===== src/hw/rtl/mteu_pkg.sv =====
// mteu_pkg: shared types, codes and sizing for the multi-timer expiry unit.
// No dependencies; imported by multi_timer_expiry_unit_core.
`default_nettype none

package mteu_pkg;

   // pool sizing
   localparam int TIMER_SLOTS = 32;
   localparam int SLOT_CAP    = 32;
   localparam int LIVE_SLOTS  = (TIMER_SLOTS < SLOT_CAP) ? TIMER_SLOTS : SLOT_CAP;
   localparam int SLOT_IDX_W  = (LIVE_SLOTS > 1) ? $clog2(LIVE_SLOTS) : 1;

   // field widths
   localparam int OP_W   = 3;
   localparam int SLOT_W = 5;
   localparam int CHAN_W = 4;
   localparam int DATA_W = 8;
   localparam int TIME_W = 32;

   // operations
   localparam logic [OP_W-1:0] OP_ALLOC   = 3'd0;
   localparam logic [OP_W-1:0] OP_FREE    = 3'd1;
   localparam logic [OP_W-1:0] OP_INIT    = 3'd2;
   localparam logic [OP_W-1:0] OP_SETTIME = 3'd3;
   localparam logic [OP_W-1:0] OP_TICK    = 3'd4;

   // result kinds
   localparam logic [OP_W-1:0] KIND_ALLOC_OK   = 3'd0;
   localparam logic [OP_W-1:0] KIND_ALLOC_FAIL = 3'd1;
   localparam logic [OP_W-1:0] KIND_ACK        = 3'd2;
   localparam logic [OP_W-1:0] KIND_EXPIRY     = 3'd3;
   localparam logic [OP_W-1:0] KIND_TICK_DONE  = 3'd4;

   // slot status
   localparam logic [1:0] ST_FREE  = 2'd0;
   localparam logic [1:0] ST_ALLOC = 2'd1;
   localparam logic [1:0] ST_ARMED = 2'd2;

   // CSR register indexes
   localparam logic REG_TASK_SLOT   = 1'b0;
   localparam logic REG_TASK_ENABLE = 1'b1;

   typedef struct packed {
      logic [TIME_W-1:0] deadline;
      logic [TIME_W-1:0] stamp;
   } timer_entry_type;

   typedef struct packed {
      logic [CHAN_W-1:0] channel;
      logic [DATA_W-1:0] payload;
   } info_entry_type;

endpackage

`default_nettype wire


===== src/hw/rtl/mteu_ram.sv =====
// mteu_ram: generic single-write, single-read RAM with registered read data.
// No dependencies.
`default_nettype none

module mteu_ram #(
   parameter int WIDTH = 8,
   parameter int DEPTH = 32
) (
   input  wire logic                       clock,
   input  wire logic                       wr_en,
   input  wire logic [$clog2(DEPTH)-1:0]   wr_addr,
   input  wire logic [WIDTH-1:0]           wr_data,
   input  wire logic                       rd_en,
   input  wire logic [$clog2(DEPTH)-1:0]   rd_addr,
   output      logic [WIDTH-1:0]           rd_data
);

   logic [WIDTH-1:0] mem [DEPTH];

   always_ff @(posedge clock) begin
      if (wr_en) begin
         mem[wr_addr] <= wr_data;
      end
      if (rd_en) begin
         rd_data <= mem[rd_addr];
      end
   end

endmodule

`default_nettype wire


===== src/hw/rtl/multi_timer_expiry_unit_core.sv =====
// Alloc, free, init, settime and unknown ops answer in the cycle after the item is taken.
// Tick: each scan pass reads every slot's timer entry; a tick that fires k timers runs
// k + 1 passes plus one expiry result per delivered timer and a closing tick-done result.
// Throughput: one item at a time, bounded by the single read port of the timer RAM.
// Reset: synchronous, active high; all slots free, tick count, arm sequence and CSRs zero.
// Depends on mteu_pkg and mteu_ram.
`default_nettype none

module multi_timer_expiry_unit_core (
   input  wire logic                          clock,
   input  wire logic                          reset,
   // input item channel
   input  wire logic                          req_valid,
   output      logic                          req_stall,
   input  wire logic [mteu_pkg::OP_W-1:0]     req_operation,
   input  wire logic [mteu_pkg::SLOT_W-1:0]   req_slot,
   input  wire logic [mteu_pkg::CHAN_W-1:0]   req_channel,
   input  wire logic [mteu_pkg::DATA_W-1:0]   req_payload,
   input  wire logic [mteu_pkg::TIME_W-1:0]   req_delay,
   // result item channel
   output      logic                          rsp_valid,
   input  wire logic                          rsp_stall,
   output      logic [mteu_pkg::OP_W-1:0]     rsp_kind,
   output      logic [mteu_pkg::SLOT_W-1:0]   rsp_result_slot,
   output      logic [mteu_pkg::CHAN_W-1:0]   rsp_result_channel,
   output      logic [mteu_pkg::DATA_W-1:0]   rsp_result_payload,
   output      logic                          rsp_switch_task,
   output      logic                          rsp_last,
   // APB-style configuration port
   input  wire logic                          psel,
   input  wire logic                          penable,
   input  wire logic                          pwrite,
   input  wire logic [2:0]                    paddr,
   input  wire logic [31:0]                   pwdata,
   output      logic [31:0]                   prdata,
   output      logic                          pready
);

   import mteu_pkg::*;

   // sequencer states
   localparam logic [2:0] S_IDLE   = 3'd0;  // take items, finish simple ops at once
   localparam logic [2:0] S_PASS   = 3'd1;  // issue one timer RAM read per cycle
   localparam logic [2:0] S_DRAIN  = 3'd2;  // last read of the pass comes back
   localparam logic [2:0] S_SELECT = 3'd3;  // fire best candidate or finish
   localparam logic [2:0] S_EMIT   = 3'd4;  // deliver expiry with channel/payload
   localparam logic [2:0] S_DONE   = 3'd5;  // closing tick-done item

   localparam logic [SLOT_IDX_W-1:0] LAST_IDX = SLOT_IDX_W'(LIVE_SLOTS - 1);
   localparam int TMR_W  = $bits(timer_entry_type);
   localparam int INFO_W = $bits(info_entry_type);

   // control / state registers
   logic [2:0]              state_ff, state_in;
   logic [TIME_W-1:0]       tick_count_ff, tick_count_in;
   logic [TIME_W-1:0]       arm_seq_ff, arm_seq_in;
   logic [1:0]              status_ff [LIVE_SLOTS];
   logic [1:0]              status_in [LIVE_SLOTS];
   logic [SLOT_W-1:0]       task_slot_ff, task_slot_in;
   logic                    task_en_ff, task_en_in;

   // scan machinery
   logic [SLOT_IDX_W-1:0]   scan_idx_ff, scan_idx_in;
   logic                    rd_vld_ff, rd_vld_in;
   logic [SLOT_IDX_W-1:0]   rd_idx_ff, rd_idx_in;
   logic                    first_pass_ff, first_pass_in;
   logic [LIVE_SLOTS-1:0]   due_ff, due_in;
   logic                    best_vld_ff, best_vld_in;
   logic [SLOT_IDX_W-1:0]   best_idx_ff, best_idx_in;
   logic [TIME_W-1:0]       best_dl_ff, best_dl_in;
   logic [TIME_W-1:0]       best_stamp_ff, best_stamp_in;
   logic                    sw_ff, sw_in;

   // output register
   logic                    rsp_valid_ff, rsp_valid_in;
   logic [OP_W-1:0]         rsp_kind_ff, rsp_kind_in;
   logic [SLOT_W-1:0]       rsp_slot_ff, rsp_slot_in;
   logic [CHAN_W-1:0]       rsp_chan_ff, rsp_chan_in;
   logic [DATA_W-1:0]       rsp_data_ff, rsp_data_in;
   logic                    rsp_sw_ff, rsp_sw_in;
   logic                    rsp_last_ff, rsp_last_in;

   // RAM ports
   logic                    tmr_wr_en, tmr_rd_en;
   timer_entry_type         tmr_wr_data, tmr_rd_data;
   logic                    info_wr_en, info_rd_en;
   info_entry_type          info_wr_data, info_rd_data;

   // misc comb
   logic                    out_free;
   logic                    req_accept;
   logic                    slot_ok;
   logic [SLOT_IDX_W-1:0]   slot_idx;
   logic                    free_found;
   logic [SLOT_IDX_W-1:0]   free_idx;
   logic                    cand_due;
   logic                    cand_better;
   logic                    task_hit;
   logic                    csr_wr;

   // deadline + arm stamp per slot
   mteu_ram #(
      .WIDTH (TMR_W),
      .DEPTH (LIVE_SLOTS)
   ) u_timer_ram (
      .clock   (clock),
      .wr_en   (tmr_wr_en),
      .wr_addr (slot_idx),
      .wr_data (tmr_wr_data),
      .rd_en   (tmr_rd_en),
      .rd_addr (scan_idx_ff),
      .rd_data (tmr_rd_data)
   );

   // delivery channel + data byte per slot; read only for the slot being fired
   mteu_ram #(
      .WIDTH (INFO_W),
      .DEPTH (LIVE_SLOTS)
   ) u_info_ram (
      .clock   (clock),
      .wr_en   (info_wr_en),
      .wr_addr (slot_idx),
      .wr_data (info_wr_data),
      .rd_en   (info_rd_en),
      .rd_addr (best_idx_ff),
      .rd_data (info_rd_data)
   );

   // ---------------------------------------------------------------
   // CSR port: always ready, register index is paddr[2]
   // ---------------------------------------------------------------
   assign pready = 1'b1;
   assign csr_wr = psel && penable && pwrite;

   always_comb begin
      task_slot_in = task_slot_ff;
      task_en_in   = task_en_ff;
      if (csr_wr) begin
         unique case (paddr[2])
            REG_TASK_SLOT:   task_slot_in = pwdata[SLOT_W-1:0];
            REG_TASK_ENABLE: task_en_in   = pwdata[0];
            default: ;
         endcase
      end
   end

   always_comb begin
      unique case (paddr[2])
         REG_TASK_SLOT:   prdata = {{(32-SLOT_W){1'b0}}, task_slot_ff};
         REG_TASK_ENABLE: prdata = {31'b0, task_en_ff};
         default:         prdata = '0;
      endcase
   end

   // ---------------------------------------------------------------
   // handshake
   // ---------------------------------------------------------------
   // output register is free when empty or being drained this cycle
   assign out_free   = !rsp_valid_ff || !rsp_stall;
   assign req_stall  = (state_ff != S_IDLE) || !out_free;
   assign req_accept = req_valid && !req_stall;

   assign slot_ok  = int'(req_slot) < LIVE_SLOTS;
   assign slot_idx = req_slot[SLOT_IDX_W-1:0];

   // lowest free slot for alloc
   always_comb begin
      free_found = 1'b0;
      free_idx   = '0;
      for (int i = LIVE_SLOTS - 1; i >= 0; i--) begin
         if (status_ff[i] == ST_FREE) begin
            free_found = 1'b1;
            free_idx   = SLOT_IDX_W'(i);
         end
      end
   end

   // candidate from the timer RAM read that came back this cycle.
   // First pass also latches the due set; later passes reuse it.
   always_comb begin
      if (first_pass_ff) begin
         cand_due = (status_ff[rd_idx_ff] == ST_ARMED) &&
                    (tmr_rd_data.deadline <= tick_count_ff);
      end else begin
         cand_due = due_ff[rd_idx_ff];
      end
      // earlier deadline wins; on a tie the later arm stamp wins;
      // equal stamps keep the lower slot since the scan runs upward
      cand_better = !best_vld_ff ||
                    (tmr_rd_data.deadline < best_dl_ff) ||
                    ((tmr_rd_data.deadline == best_dl_ff) &&
                     (tmr_rd_data.stamp > best_stamp_ff));
   end

   assign task_hit = task_en_ff && (SLOT_W'(best_idx_ff) == task_slot_ff);

   assign tmr_wr_data.deadline = tick_count_ff + req_delay;
   assign tmr_wr_data.stamp    = arm_seq_ff;
   assign info_wr_data.channel = req_channel;
   assign info_wr_data.payload = req_payload;

   // ---------------------------------------------------------------
   // main sequencer
   // ---------------------------------------------------------------
   always_comb begin
      state_in      = state_ff;
      tick_count_in = tick_count_ff;
      arm_seq_in    = arm_seq_ff;
      status_in     = status_ff;
      scan_idx_in   = scan_idx_ff;
      rd_vld_in     = 1'b0;
      rd_idx_in     = rd_idx_ff;
      first_pass_in = first_pass_ff;
      due_in        = due_ff;
      best_vld_in   = best_vld_ff;
      best_idx_in   = best_idx_ff;
      best_dl_in    = best_dl_ff;
      best_stamp_in = best_stamp_ff;
      sw_in         = sw_ff;

      rsp_valid_in  = rsp_valid_ff;
      rsp_kind_in   = rsp_kind_ff;
      rsp_slot_in   = rsp_slot_ff;
      rsp_chan_in   = rsp_chan_ff;
      rsp_data_in   = rsp_data_ff;
      rsp_sw_in     = rsp_sw_ff;
      rsp_last_in   = rsp_last_ff;

      tmr_wr_en     = 1'b0;
      tmr_rd_en     = 1'b0;
      info_wr_en    = 1'b0;
      info_rd_en    = 1'b0;

      if (rsp_valid_ff && !rsp_stall) begin
         rsp_valid_in = 1'b0;
      end

      // fold returning read into the running best
      if (rd_vld_ff) begin
         if (first_pass_ff) begin
            due_in[rd_idx_ff] = cand_due;
         end
         if (cand_due && cand_better) begin
            best_vld_in   = 1'b1;
            best_idx_in   = rd_idx_ff;
            best_dl_in    = tmr_rd_data.deadline;
            best_stamp_in = tmr_rd_data.stamp;
         end
      end

      unique case (state_ff)
         S_IDLE: begin
            if (req_accept) begin
               // default answer: single ack
               rsp_valid_in = 1'b1;
               rsp_kind_in  = KIND_ACK;
               rsp_slot_in  = '0;
               rsp_chan_in  = '0;
               rsp_data_in  = '0;
               rsp_sw_in    = 1'b0;
               rsp_last_in  = 1'b1;
               unique case (req_operation)
                  OP_ALLOC: begin
                     if (free_found) begin
                        status_in[free_idx] = ST_ALLOC;
                        rsp_kind_in = KIND_ALLOC_OK;
                        rsp_slot_in = SLOT_W'(free_idx);
                     end else begin
                        rsp_kind_in = KIND_ALLOC_FAIL;
                     end
                  end
                  OP_FREE: begin
                     // due set is rebuilt every tick, so clearing status unlinks
                     if (slot_ok) begin
                        status_in[slot_idx] = ST_FREE;
                     end
                  end
                  OP_INIT: begin
                     info_wr_en = slot_ok;
                  end
                  OP_SETTIME: begin
                     if (slot_ok && (status_ff[slot_idx] != ST_FREE)) begin
                        tmr_wr_en           = 1'b1;
                        arm_seq_in          = arm_seq_ff + 1'b1;
                        status_in[slot_idx] = ST_ARMED;
                     end
                  end
                  OP_TICK: begin
                     rsp_valid_in  = 1'b0;
                     tick_count_in = tick_count_ff + 1'b1;
                     scan_idx_in   = '0;
                     first_pass_in = 1'b1;
                     best_vld_in   = 1'b0;
                     sw_in         = 1'b0;
                     state_in      = S_PASS;
                  end
                  default: ;  // unknown op: plain ack
               endcase
            end
         end

         S_PASS: begin
            tmr_rd_en = 1'b1;
            rd_vld_in = 1'b1;
            rd_idx_in = scan_idx_ff;
            if (scan_idx_ff == LAST_IDX) begin
               state_in = S_DRAIN;
            end else begin
               scan_idx_in = scan_idx_ff + 1'b1;
            end
         end

         S_DRAIN: begin
            state_in = S_SELECT;
         end

         S_SELECT: begin
            first_pass_in = 1'b0;
            if (!best_vld_ff) begin
               state_in = S_DONE;
            end else begin
               status_in[best_idx_ff] = ST_ALLOC;
               due_in[best_idx_ff]    = 1'b0;
               if (task_hit) begin
                  // task timer: no delivery, flag goes on tick done
                  sw_in       = 1'b1;
                  scan_idx_in = '0;
                  best_vld_in = 1'b0;
                  state_in    = S_PASS;
               end else begin
                  info_rd_en = 1'b1;
                  state_in   = S_EMIT;
               end
            end
         end

         S_EMIT: begin
            if (out_free) begin
               rsp_valid_in = 1'b1;
               rsp_kind_in  = KIND_EXPIRY;
               rsp_slot_in  = SLOT_W'(best_idx_ff);
               rsp_chan_in  = info_rd_data.channel;
               rsp_data_in  = info_rd_data.payload;
               rsp_sw_in    = 1'b0;
               rsp_last_in  = 1'b0;
               scan_idx_in  = '0;
               best_vld_in  = 1'b0;
               state_in     = S_PASS;
            end
         end

         S_DONE: begin
            if (out_free) begin
               rsp_valid_in = 1'b1;
               rsp_kind_in  = KIND_TICK_DONE;
               rsp_slot_in  = '0;
               rsp_chan_in  = '0;
               rsp_data_in  = '0;
               rsp_sw_in    = sw_ff;
               rsp_last_in  = 1'b1;
               state_in     = S_IDLE;
            end
         end

         default: begin
            state_in = S_IDLE;
         end
      endcase
   end

   // ---------------------------------------------------------------
   // registers
   // ---------------------------------------------------------------
   always_ff @(posedge clock) begin
      if (reset) begin
         state_ff      <= S_IDLE;
         tick_count_ff <= '0;
         arm_seq_ff    <= '0;
         for (int i = 0; i < LIVE_SLOTS; i++) begin
            status_ff[i] <= ST_FREE;
         end
         task_slot_ff  <= '0;
         task_en_ff    <= 1'b0;
         rd_vld_ff     <= 1'b0;
         first_pass_ff <= 1'b0;
         best_vld_ff   <= 1'b0;
         sw_ff         <= 1'b0;
         rsp_valid_ff  <= 1'b0;
      end else begin
         state_ff      <= state_in;
         tick_count_ff <= tick_count_in;
         arm_seq_ff    <= arm_seq_in;
         status_ff     <= status_in;
         task_slot_ff  <= task_slot_in;
         task_en_ff    <= task_en_in;
         rd_vld_ff     <= rd_vld_in;
         first_pass_ff <= first_pass_in;
         best_vld_ff   <= best_vld_in;
         sw_ff         <= sw_in;
         rsp_valid_ff  <= rsp_valid_in;
      end
   end

   // payload and scan datapath, no reset needed
   always_ff @(posedge clock) begin
      scan_idx_ff   <= scan_idx_in;
      rd_idx_ff     <= rd_idx_in;
      due_ff        <= due_in;
      best_idx_ff   <= best_idx_in;
      best_dl_ff    <= best_dl_in;
      best_stamp_ff <= best_stamp_in;
      rsp_kind_ff   <= rsp_kind_in;
      rsp_slot_ff   <= rsp_slot_in;
      rsp_chan_ff   <= rsp_chan_in;
      rsp_data_ff   <= rsp_data_in;
      rsp_sw_ff     <= rsp_sw_in;
      rsp_last_ff   <= rsp_last_in;
   end

   assign rsp_valid          = rsp_valid_ff;
   assign rsp_kind           = rsp_kind_ff;
   assign rsp_result_slot    = rsp_slot_ff;
   assign rsp_result_channel = rsp_chan_ff;
   assign rsp_result_payload = rsp_data_ff;
   assign rsp_switch_task    = rsp_sw_ff;
   assign rsp_last           = rsp_last_ff;

endmodule

`default_nettype wire


===== config.mk =====
export PLATFORM = sky130hd
export DESIGN_NAME = multi_timer_expiry_unit_core
export DESIGN_NICKNAME = d
export VERILOG_FILES = /design/src/hw/rtl/mteu_pkg.sv /design/src/hw/rtl/mteu_ram.sv /design/src/hw/rtl/multi_timer_expiry_unit_core.sv
export SDC_FILE = /design/constraint.sdc
export NUM_CORES = 2
export LEC_CHECK = 0
export BUFFER_PORTS_ARGS = -buffer_cell sky130_fd_sc_hd__clkbuf_2
export CORE_MARGIN = 2
export CORE_UTILIZATION = 57
export CTS_CLUSTER_DIAMETER = 50
export DETAILED_ROUTE_END_ITERATION = 8
export GPL_TIMING_DRIVEN = 0
export PLACE_DENSITY_LB_ADDON = 0.1
export REMOVE_ABC_BUFFERS = 1
export SLEW_MARGIN = 5
export SYNTH_ARGS = -nofsm -noshare
export SYNTH_HDL_FRONTEND = slang
export SYNTH_SLANG_ARGS = --single-unit

===== constraint.sdc =====
create_clock -name clock -period 5.5 [get_ports clock]
set_input_delay 0.55 -clock clock [delete_from_list [all_inputs] [get_ports clock]]
set_output_delay 0.55 -clock clock [all_outputs]
set_load 0.05 [all_outputs]

==> key figures <==
Critical path
  – Critical Path RT: 6.08 ns
  – Crit start category: flop
  – CP arrival: 5.71 ns
  – Crit-path slowest cell: a211o_1
  – Worst path cell trace: buf_16 > buf_16 > mux4_2 > mux4_2 > nand2_1 > o211ai_1 > a211o_1 > a21boi_1 > o31a_2 > buf_12
  – Crit. End Element: flop
  – Worst setup path category: reg2reg
  – Slowest stage delay, CP: 0.82 ns
  – Critical-path maximum fanout: 33

Synthesis
  – Flops & latches, synth: 2783
  – Count of cell types in the netlist: 95
  – Mapped cell area: 112000 µm²
  – Cell taking the most area after synthesis: edfxtp_1
  – Post-synth EDFFs: 2609
  – Syn Inst Count: 5644
  – Synth area leaders: edfxtp_1, mux4_2, dfxtp_1
  – Syn. warnings: 0
  – Async S/R FF share, synth: 0%
  – Part of the Yosys area used for sequential elements: 73.1%
  – Share of Yosys cell area claimed by the top area cell type: 70.0%
  – Syn_area_per_cell: 19.8 µm²
  – Main synth FF type: edfxtp_1

Route
  – Total number of vias: 59600
  – Via-to-Cell Ratio: 6.64
  – Detailed-route DRC error count: 0
  – Final ANT Viol Nets: 0
  – Wire length per cell: 32.8 µm
  – Initial drt markers: 7838
  – Initial DRT Pass Iterations: 7
  – Routed WL: 294000 µm

Final layout
  – Register area: 81800 µm²
  – Fillers: 12200
  – Utilization after layout: 68.0%
  – Cell area after layout: 133000 µm²
  – Footprint of the multi-input gates: 28900 µm²
  – Layout cells sized above 1: 28.7%
  – Layout Cells excl Fill: 8970
  – Syn-to-layout area delta: 18.5%
  – Nets: 6340

Power
  – Sw frac: 20.4%
  – VDD IR-drop max: 0.000363 V
  – Pint: 35.6 mW
  – Static Leak: 45.2 nW
  – Power density cells: 337 nW/µm²
  – Power share of the combinational group: 3.4%
  – Clk pwr share: 44.9%
  – Power Total: 44.7 mW
  – Switching pwr: 9.13 mW
  – Reg power frac: 51.7%

Floorplanning
  – Row count: 162
  – Starting Density: 57.4%
  – Die Height: 447 µm
  – Die ar.: 200000 µm²
  – Die Width: 447 µm
  – Num ports: 151
  – Core ar.: 195000 µm²

STA
  – Max Fclk: 195 MHz
  – Final count of pins violating max slew: 0
  – Setup_tns: 0 ns
  – Slew HR: 6.03%
  – Final Setup Violations: 0
  – Tcrit/Tclk final: 93.2%
  – Hold slack: 0.145 ns
  – Unrepaired setup endpoints after global routing: false
  – Worst Clk Skew: 0.0506 ns
  – Slew @ Worst Pin: 1.40 ns
  – Period minus WS final: 5.12 ns
  – Final hold vios: 0
  – Setup ws final: 0.376 ns

GRT
  – Largest net degree at the start of global routing: 105
  – GRT Total Usage: 29.7%
  – Initial antenna violation count: 9
  – GR Overflow Total: 0
  – Vias in the first global route: 59100
  – Global-route wire length before repair: 421000 µm

Placement
  – Placed instance area: 123000 µm²
  – RePlAce Congestion: 0.925
  – Worst slack at placement: 0.231 ns
  – Placed insts: 8412
  – Port bufs: 93
  – Hpwl dp: 189000 µm

Worst hold path
  – Hold Path Class: in2reg

Clock tree
  – # H-tree levels: 5
  – CTS Sinks: 2783
  – Clock transition at path regs: 0.07 ns
  – Worst-skew pair later-pin latency: 0.94 ns
  – Post-CTS sizing: 0
  – Clock root cell: clkbuf_16
  – Post-cts hold buffer count: 9
  – Max clock buf depth: 4
  – CTS tree: built
  – # Post-CTS Setup Buffers: 0
  – Num CTS Buffers: 314

Outcome
  – Run status: finished clean

Job
  – MaxCap Viol Count: 0
[registers in the layout (all words and copies together) (netlist names), 3 cells and up]
register	cells
arm_seq_ff	32
best_dl_ff	32
best_idx_ff	5
best_stamp_ff	32
due_ff	32
rd_idx_ff	5
rsp_kind	3
rsp_result_channel	4
rsp_result_payload	8
rsp_result_slot	5
scan_idx_ff	5
state_ff	3
status_ff	64
task_slot_ff	5
tick_count_ff	32
u_info_ram.mem	384
u_info_ram.rd_data	12
u_timer_ram.mem	2048
u_timer_ram.rd_data	64
[kinds of logic after synthesis]
group	after synthesis	share of synthesized area [%]
buf+inv	439	1.64
compound gates	594	3.59
xor+xnor	84	0.657
mux	843	16.2
simple gates	767	3.29
flops	2783	73.1
fa+ha+maj	132	1.48
other cells	2	0.00671
[final timing paths]
path / slack, ns / start / depth (start not counted) / end
hold reg to reg: 0.46 / u_timer_ram.rd_data[6]$_DFFE_PP_ / 0 / best_stamp_ff[6]$_DFFE_PP_
setup reg to reg: 0.38 / rd_idx_ff[0]$_DFFE_PP_ / 10 / best_dl_ff[18]$_DFFE_PP_
setup / recovery: 0.38 / rd_idx_ff[0]$_DFFE_PP_ / 10 / best_dl_ff[18]$_DFFE_PP_
hold / removal: 0.15 / req_operation[2] / 4 / rsp_valid$_SDFF_PP0_
[cell usage in the layout (no fill, tap or decap), drive strengths merged, types with 10 or more instances in the layout]
| cell | synthesis | routed |
|---|---|---|
| a22oi | 61 | 61 |
| xor2 | 18 | 18 |
| a311oi | 36 | 36 |
| nand3 | 58 | 58 |
| nor2 | 304 | 304 |
| o21ai | 123 | 123 |
| nand2 | 146 | 146 |
| nand4 | 47 | 47 |
| a31oi | 10 | 10 |
| and2 | 15 | 15 |
| dfxtp | 174 | 174 |
| nor4 | 13 | 13 |
| o21a | 13 | 13 |
| nor2b | 20 | 20 |
| and3 | 34 | 34 |
| edfxtp | 2609 | 2609 |
| clkinvlp | 0 | 16 |
| buf | 120 | 339 |
| a21oi | 161 | 161 |
| clkinv | 0 | 95 |
| conb | 2 | 28 |
| o22ai | 32 | 32 |
| ha | 131 | 131 |
| a21o | 46 | 46 |
| mux2 | 65 | 65 |
| bufinv | 0 | 23 |
| xnor2 | 66 | 66 |
| clkbuf | 193 | 484 |
| nor3 | 60 | 60 |
| mux4 | 769 | 769 |
| o31ai | 21 | 21 |
| or3 | 26 | 26 |
| inv | 126 | 144 |
[critical path: cells and delay by family (launching register included)]
family	cells	cell delay (ns)
and+or+nand+nor	1	0.11
muxes	2	1.02
AOI/OAI and AO/OA	4	2.29
DFF	1	0.60
buffers and inverters	3	0.68
[synthesized netlist by cell type, types with 20 or more instances]
library cell and number:
edfxtp_1 2609, mux4_2 769, nor2_1 299, clkbuf_1 193
dfxtp_1 174, a21oi_1 161, nand2_1 145, ha_1 131
inv_1 126, o21ai_0 120, buf_1 67, xnor2_1 66
mux2_2 65, a22oi_1 61, nand3_1 58, nor3_1 56
a21o_1 46, nand4_1 46, and3_1 34, o22ai_1 32
buf_4 30, or3_1 26, a311oi_1 20, nor2b_1 20
[layout make-up]
cell class,count,share of cell area [%]
antenna,5,0.00943
clock buffer,391,6.31
clock inverter,152,1.06
inverter,126,0.360
multi-input combinational,2448,21.8
sequential,2783,61.7
tap,2624,2.48
timing repair buffer,441,6.33
[layer usage]
| metal | vias to the layer above | GRT usage [%] | wire, µm | share of wire, % |
|---|---|---|---|---|
| met2 | 3096 | 46.5 | 141000 | 48 |
| met5 | - | 0 | 26 | 0.0088 |
| li1 | 24300 | - | - | - |
| met3 | 614 | 5.20 | 25500 | 8.7 |
| met4 | 4 | 9.66 | 9960 | 3.4 |
| met1 | 31600 | 43.0 | 118000 | 40 |
[power groups by stage]
stage               Combinational, mW  Sequential [mW]  Clock, mW
finish                           1.50             23.1       20.1
detailed placement               1.48             23.6          0
global placement                 1.49             23.8          0
CTS                              1.50             23.1       20.3
floorplan                       0.950             23.7          0
global route                     1.58             23.1       21.1
Power figures use the tool's default switching activity.
